--- src/rtl/fsvl_pkg.sv ---
`timescale 1ns / 1ps

package fsvl_pkg;

  localparam int unsigned NUM_STEPS = 32;
  localparam int unsigned RAD_W     = 64;
  localparam int unsigned VAL_W     = 32;

  localparam logic CMD_SQRT   = 1'b0;
  localparam logic CMD_LENGTH = 1'b1;

  typedef struct packed {
    logic             valid;
    logic [RAD_W-1:0] rad;
    logic [RAD_W-1:0] acc;
  } fsvl_cell_t;

  typedef struct packed {
    logic             valid;
    logic             cmd;
    logic [VAL_W-1:0] first_value;
    logic [VAL_W-1:0] second_value;
  } fsvl_req_t;

endpackage

--- src/rtl/fsvl_prep.sv ---
`timescale 1ns / 1ps

module fsvl_prep
  import fsvl_pkg::*;
#(
  parameter int unsigned FRAC_BITS = 16
) (
  input  logic       clk,
  input  logic       rst_n,
  input  logic       advance,
  input  fsvl_req_t  req,
  output fsvl_cell_t cell_out
);

  logic             v1_r, v2_r, v3_r;
  logic             cmd1_r, cmd2_r;
  logic [VAL_W-1:0] mx_r, my_r;
  logic [RAD_W-1:0] sq_rad1_r, sq_rad2_r;
  logic [RAD_W-1:0] px_r, py_r;
  logic [RAD_W-1:0] rad3_r;

  logic [VAL_W-1:0] mx_nxt, my_nxt;
  logic [RAD_W-1:0] sq_rad_nxt;
  logic [RAD_W-1:0] rad3_nxt;

  // magnitudes, most negative value maps to 2^31 exactly
  always_comb begin
    mx_nxt = req.first_value[VAL_W-1] ? (VAL_W'(0) - req.first_value) : req.first_value;
    my_nxt = req.second_value[VAL_W-1] ? (VAL_W'(0) - req.second_value) : req.second_value;
    if (req.first_value == '0 || req.first_value[VAL_W-1]) begin
      sq_rad_nxt = '0;
    end else begin
      sq_rad_nxt = {{(RAD_W-VAL_W){1'b0}}, req.first_value} << (FRAC_BITS & 31);
    end
  end

  assign rad3_nxt = (cmd2_r == CMD_LENGTH) ? (px_r + py_r) : sq_rad2_r;

  always_ff @(posedge clk) begin
    if (!rst_n) begin
      v1_r <= 1'b0;
      v2_r <= 1'b0;
      v3_r <= 1'b0;
    end else if (advance) begin
      v1_r <= req.valid;
      v2_r <= v1_r;
      v3_r <= v2_r;
    end
  end

  always_ff @(posedge clk) begin
    if (advance) begin
      cmd1_r    <= req.cmd;
      mx_r      <= mx_nxt;
      my_r      <= my_nxt;
      sq_rad1_r <= sq_rad_nxt;
      cmd2_r    <= cmd1_r;
      px_r      <= RAD_W'(mx_r) * RAD_W'(mx_r);
      py_r      <= RAD_W'(my_r) * RAD_W'(my_r);
      sq_rad2_r <= sq_rad1_r;
      rad3_r    <= rad3_nxt;
    end
  end

  assign cell_out.valid = v3_r;
  assign cell_out.rad   = rad3_r;
  assign cell_out.acc   = '0;

endmodule

--- config.mk ---
export PLATFORM = sky130hd
export DESIGN_NAME = fsvl_prep
export DESIGN_NICKNAME = d
export VERILOG_FILES = /design/src/rtl/fsvl_pkg.sv /design/src/rtl/fsvl_prep.sv
export SDC_FILE = /design/constraint.sdc
export NUM_CORES = 2
export LEC_CHECK = 0
export BUFFER_PORTS_ARGS = -buffer_cell sky130_fd_sc_hd__buf_4
export CAP_MARGIN = 40
export CORE_UTILIZATION = 29
export DETAILED_ROUTE_END_ITERATION = 10
export HOLD_SLACK_MARGIN = 0.03
export PLACE_DENSITY_LB_ADDON = 0.3
export SLEW_MARGIN = 15
export SYNTH_ARGS = -nofsm -noshare
export SYNTH_HDL_FRONTEND = slang
export SYNTH_SLANG_ARGS = --single-unit
--- constraint.sdc ---
create_clock -name clk -period 10.9 [get_ports clk]
set_input_delay 2.725 -clock clk [delete_from_list [all_inputs] [get_ports clk]]
set_output_delay 2.725 -clock clk [all_outputs]
set_load 0.005 [all_outputs]
; ---- Yosys cells after proc, flatten, opt, wreduce, memory -nomap -nowiden
; Index checks and enable logic that the tools add are counted.
[word_totals]
reg_bits = 389
output_inout_bits = 129
[op_classes]
reduce_logical = 2
n_addsub = 3
muxes = 3
multipliers = 2
[ops]
columns = operator, n
row1 = 32-bit by 32-bit multiplier with 64-bit output, 2
row2 = 64-bit adder, 1
row3 = 64-bit 2-to-1 mux, 1
row4 = "1-bit by 32-bit subtractor with 32-bit output, first input constant", 2
row5 = 31-bit 2-to-1 mux, 2
row6 = 32-bit logical NOT, 1
row7 = 1-bit logical OR, 1

; ---- Longest topological paths before layout
[logic_depth]
ltp_word = 2
depth_mapped = 32
ltp_nobuf = 29

; ---- Worst setup path before layout
; No wires, ideal clock.
[synth_path]
kind = reg-to-reg
from = register my_r[2]
to = register py_r[61], data pin
path_stages_with_launch = 32
path_slack_ns = 2.853
t_required_ns = 10.626
path_buffers = 4
arrival_ns = 7.773
path_cell_list = edfxtp_1 > clkbuf_1 > clkbuf_1 > nand2_1 > fa_1 > inv_1 > fa_1 > inv_1 > fa_1 > fa_1 > inv_1 > fa_1 > inv_1 > fa_1 > inv_1 > fa_1 > inv_1 > fa_1 > inv_1 > ha_1 > clkbuf_1 > nand4_1 > nor2_1 > nand2_1 > a2111oi_0 > o21ai_1 > a2111oi_0 > or2_1 > clkbuf_1 > a31oi_1 > o21ai_0 > a311oi_1
[synth_via]
elab_chain_len = 1
[synth_lines]
columns = item, line
row1 = "start, declared", fsvl_prep.sv:17  ; logic [VAL_W-1:0] mx_r, my_r;
row2 = "start signal, assigned", fsvl_prep.sv:55  ; my_r <= my_nxt;
row3 = 32-bit by 32-bit multiplier with 64-bit output, fsvl_prep.sv:59  ; py_r <= RAD_W'(my_r) * RAD_W'(my_r);
row4 = "end signal, assigned", fsvl_prep.sv:59
row5 = "end, declared", fsvl_prep.sv:19  ; logic [RAD_W-1:0] px_r, py_r;
; No other way between the ends.
; A chain may end at the register's enable or synchronous reset.

; ---- Final worst setup path
[layout_path]
from = register my_r[3]
to = register py_r[61], data pin
; The elaborated chain is that of the path after synthesis.

==> run metrics <==
outcome=complete, no violations; Req. time, crit path=11.25 ns; maxcap violations=0; Tot GR Track Use=0.164; Final Worst Setup Slack=1.72 ns; nets@finish=9875; GPL Wtd Cong=0.903; Worst R2R Path Depth=28; worst r2r src=my_r[3]; largest net degree at the start of global routing=70; Starting Density=0.293; clk sinks=323; clk_skew=0.0623 ns; list of most frequent post-synthesis cells=inv_1, fa_1, ha_1, nand2_1, and2_1; most common cell in the netlist=inv_1; First-pass DRT Iterations=6; buffer and inverter count on the worst path=6; final wirelength=207000 um; Final period util=0.843; CTS HTree Levels=2; Vias/cell=4.59; DRC=0; cell area after synthesis=74600 um2; global-route wire length before repair=325000 um; layout cells sized above 1=0.0506; Slew HR=0.412; r2r setup slk=1.72 ns; row count=185; Inst Count DP=10900; syn avg cell area=9.84 um2; type of the worst setup path=reg2reg; vias post-DR=50300; CTS tree=built; Yosys cell types=74; cell accounting for the most synthesized area=fa_1; Num CTS Buffers=42; clock latency on the worst-skew pair=0.68 ns; CTS Hold Bufs=0; Overflow after GRT=0; fmax=109 MHz; main flop type after synthesis=edfxtp_1; Worst-path clk slew=0.06 ns; most used cell, CP=fa_1; Yosys top cell area share=0.425; R2R Path End=py_r[61]; Die Footprint=259000 um2; antenna violations before repair=16; post-synthesis sequential area ratio=0.130; crit path DAT=9.53 ns; hpwl dp=172000 um; IO Pins=198; Non-Filler Instances=11000; Worst setup endpoint=py_r[61]; RSZ-0062 raised after global routing=false; Final Hold Fails=0; vias in the first global route=56300; fillcell total=26300; CTS root buf=clkbuf_16; core area=255000 um2; post-CTS sizing=0; Seq cells post-synth=323; crit path launch type=flip-flop; setup TNS=0 ns; clk buf depth=3; number of synthesized flops with an enable pin=320; number of DRC markers in iteration 0=2927; Synth async-reset ratio=0; minimum clock period=9.18 ns; Final ANT Viol Nets=0; Mapped Cells=7585; worst-margin pin slew=0.876 ns; die width=509 um; ranking of synthesized cells by area=fa_1, edfxtp_1, ha_1, inv_1, and2_1; CP Depth=28; CP Launch Point=my_r[3]; crit-path max FO=22; critical path's slowest cell=edfxtp_1; Layout area overhead=8.32%; Final Slew Violations=0; CP peak stage delay=0.87 ns; setup bufs post-CTS=0; Setup WS pre-CTS=1.57 ns; Syn. warnings=0; critical path capture point type=flip-flop; Top delay family on crit path=adder cells; HP Class=reg2reg; IO Port Bufs=133; final setup vio count=0; chip height=509 um; DR WL/cell=18.9 um
-- sequential cells by signal, indices dropped and copies added (netlist names), 32 cells and up --
name,flops
sq_rad1_r,32
px_r,63
my_r,32
mx_r,32
rad3_r,64
py_r,63
sq_rad2_r,32
-- cell families after synthesis --
family                     Yosys count  share of synthesized area
adders and majority gates         2246                      0.536
muxes                               44                    0.00639
buffers and inverters             2327                      0.120
and+or+nand+nor                   1593                      0.107
DFF                                323                      0.130
AOI/OAI and AO/OA                  744                     0.0641
other                                1                  0.0000503
xor gates and xnor gates           307                     0.0360
-- how the worst min path moves through the flow --
stage | start | to | slack, ns | cells past startpoint
after floorplan | cmd1_r | cmd2_r | 0.40 | 0
after global routing | sq_rad1_r[30] | sq_rad2_r[30] | 0.42 | 0
after global placement | sq_rad1_r[40] | sq_rad2_r[40] | 0.40 | 0
final | sq_rad1_r[33] | sq_rad2_r[33] | 0.41 | 0
after CTS | sq_rad1_r[45] | sq_rad2_r[45] | 0.41 | 0
after detailed placement | sq_rad1_r[22] | sq_rad2_r[22] | 0.40 | 0
-- metrics by stage --
| stage | instance area [um2] | hold WS (ns) | util |
|---|---|---|---|
| floorplan | 74800 | 0.400 | - |
| global placement | 79100 | 0.401 | 0.310 |
| detailed placement | 79200 | 0.405 | 0.311 |
| CTS | 80700 | 0.411 | 0.317 |
| global route | 80800 | 0.421 | 0.317 |
| finish | 80800 | 0.410 | 0.317 |
-- routing by layer --
metal / vias up / global-route usage / routed length (um)
met5: - / 0 / 13
met4: 2 / 0.0521 / 7240
met3: 244 / 0.0218 / 9550
met2: 1135 / 0.288 / 104000
met1: 26100 / 0.207 / 86200
li1: 22800 / - / -
-- worst reg2reg max path, delay by kind of cell, from the launching register on --
| family | cells | cell delay (ns) |
|---|---|---|
| xor+xnor | 1 | 0.21 |
| fa+ha+maj | 9 | 4.19 |
| compound gates | 7 | 2.38 |
| buf+inv | 6 | 0.31 |
| flops | 1 | 0.87 |
| simple gates | 5 | 0.93 |
-- layout by cell type, fill, tap and decap left out, types with 8 or more instances in the layout --
cell | netlist | final
buf_8 | 0 | 8
clkbuf_1 | 295 | 8
o31ai_1 | 24 | 24
o21bai_1 | 43 | 43
nand3_1 | 31 | 31
o21a_1 | 18 | 18
o211ai_1 | 9 | 9
a31o_2 | 31 | 31
a21oi_1 | 230 | 230
nor3_1 | 27 | 27
buf_4 | 65 | 217
inv_1 | 1958 | 1958
a211oi_1 | 16 | 16
a41oi_1 | 8 | 8
conb_1 | 1 | 65
fa_1 | 1585 | 1585
xor2_1 | 102 | 102
nand4_1 | 64 | 64
nand2_1 | 624 | 624
and2_1 | 492 | 492
ha_1 | 661 | 661
or4_1 | 12 | 12
edfxtp_1 | 320 | 320
a21o_1 | 127 | 127
or3_1 | 11 | 11
mux2i_1 | 15 | 15
o41ai_1 | 11 | 11
nor2b_1 | 76 | 76
or2_2 | 14 | 14
clkbuf_16 | 0 | 42
mux2_2 | 29 | 29
xnor2_1 | 205 | 205
o21ai_0 | 134 | 134
a31oi_1 | 33 | 33
nand2b_1 | 31 | 31
and3_1 | 23 | 23
nor2_1 | 163 | 163
-- area by class of cell --
| class | instances | area, um2 | share of cell area |
|---|---|---|---|
| multi-input combinational | 4999 | 56200 | 0.695 |
| antenna | 6 | 15.0 | 0.000186 |
| clock buffer | 50 | 1080 | 0.0134 |
| inverter | 1961 | 7360 | 0.0911 |
| timing repair buffer | 233 | 1890 | 0.0234 |
| tap | 3366 | 4210 | 0.0521 |
| clock inverter | 26 | 380 | 0.00471 |
| sequential | 323 | 9670 | 0.120 |
Power is not shown: default switching activity piles up to over one toggle a cycle in this logic, so the estimate is an artifact.
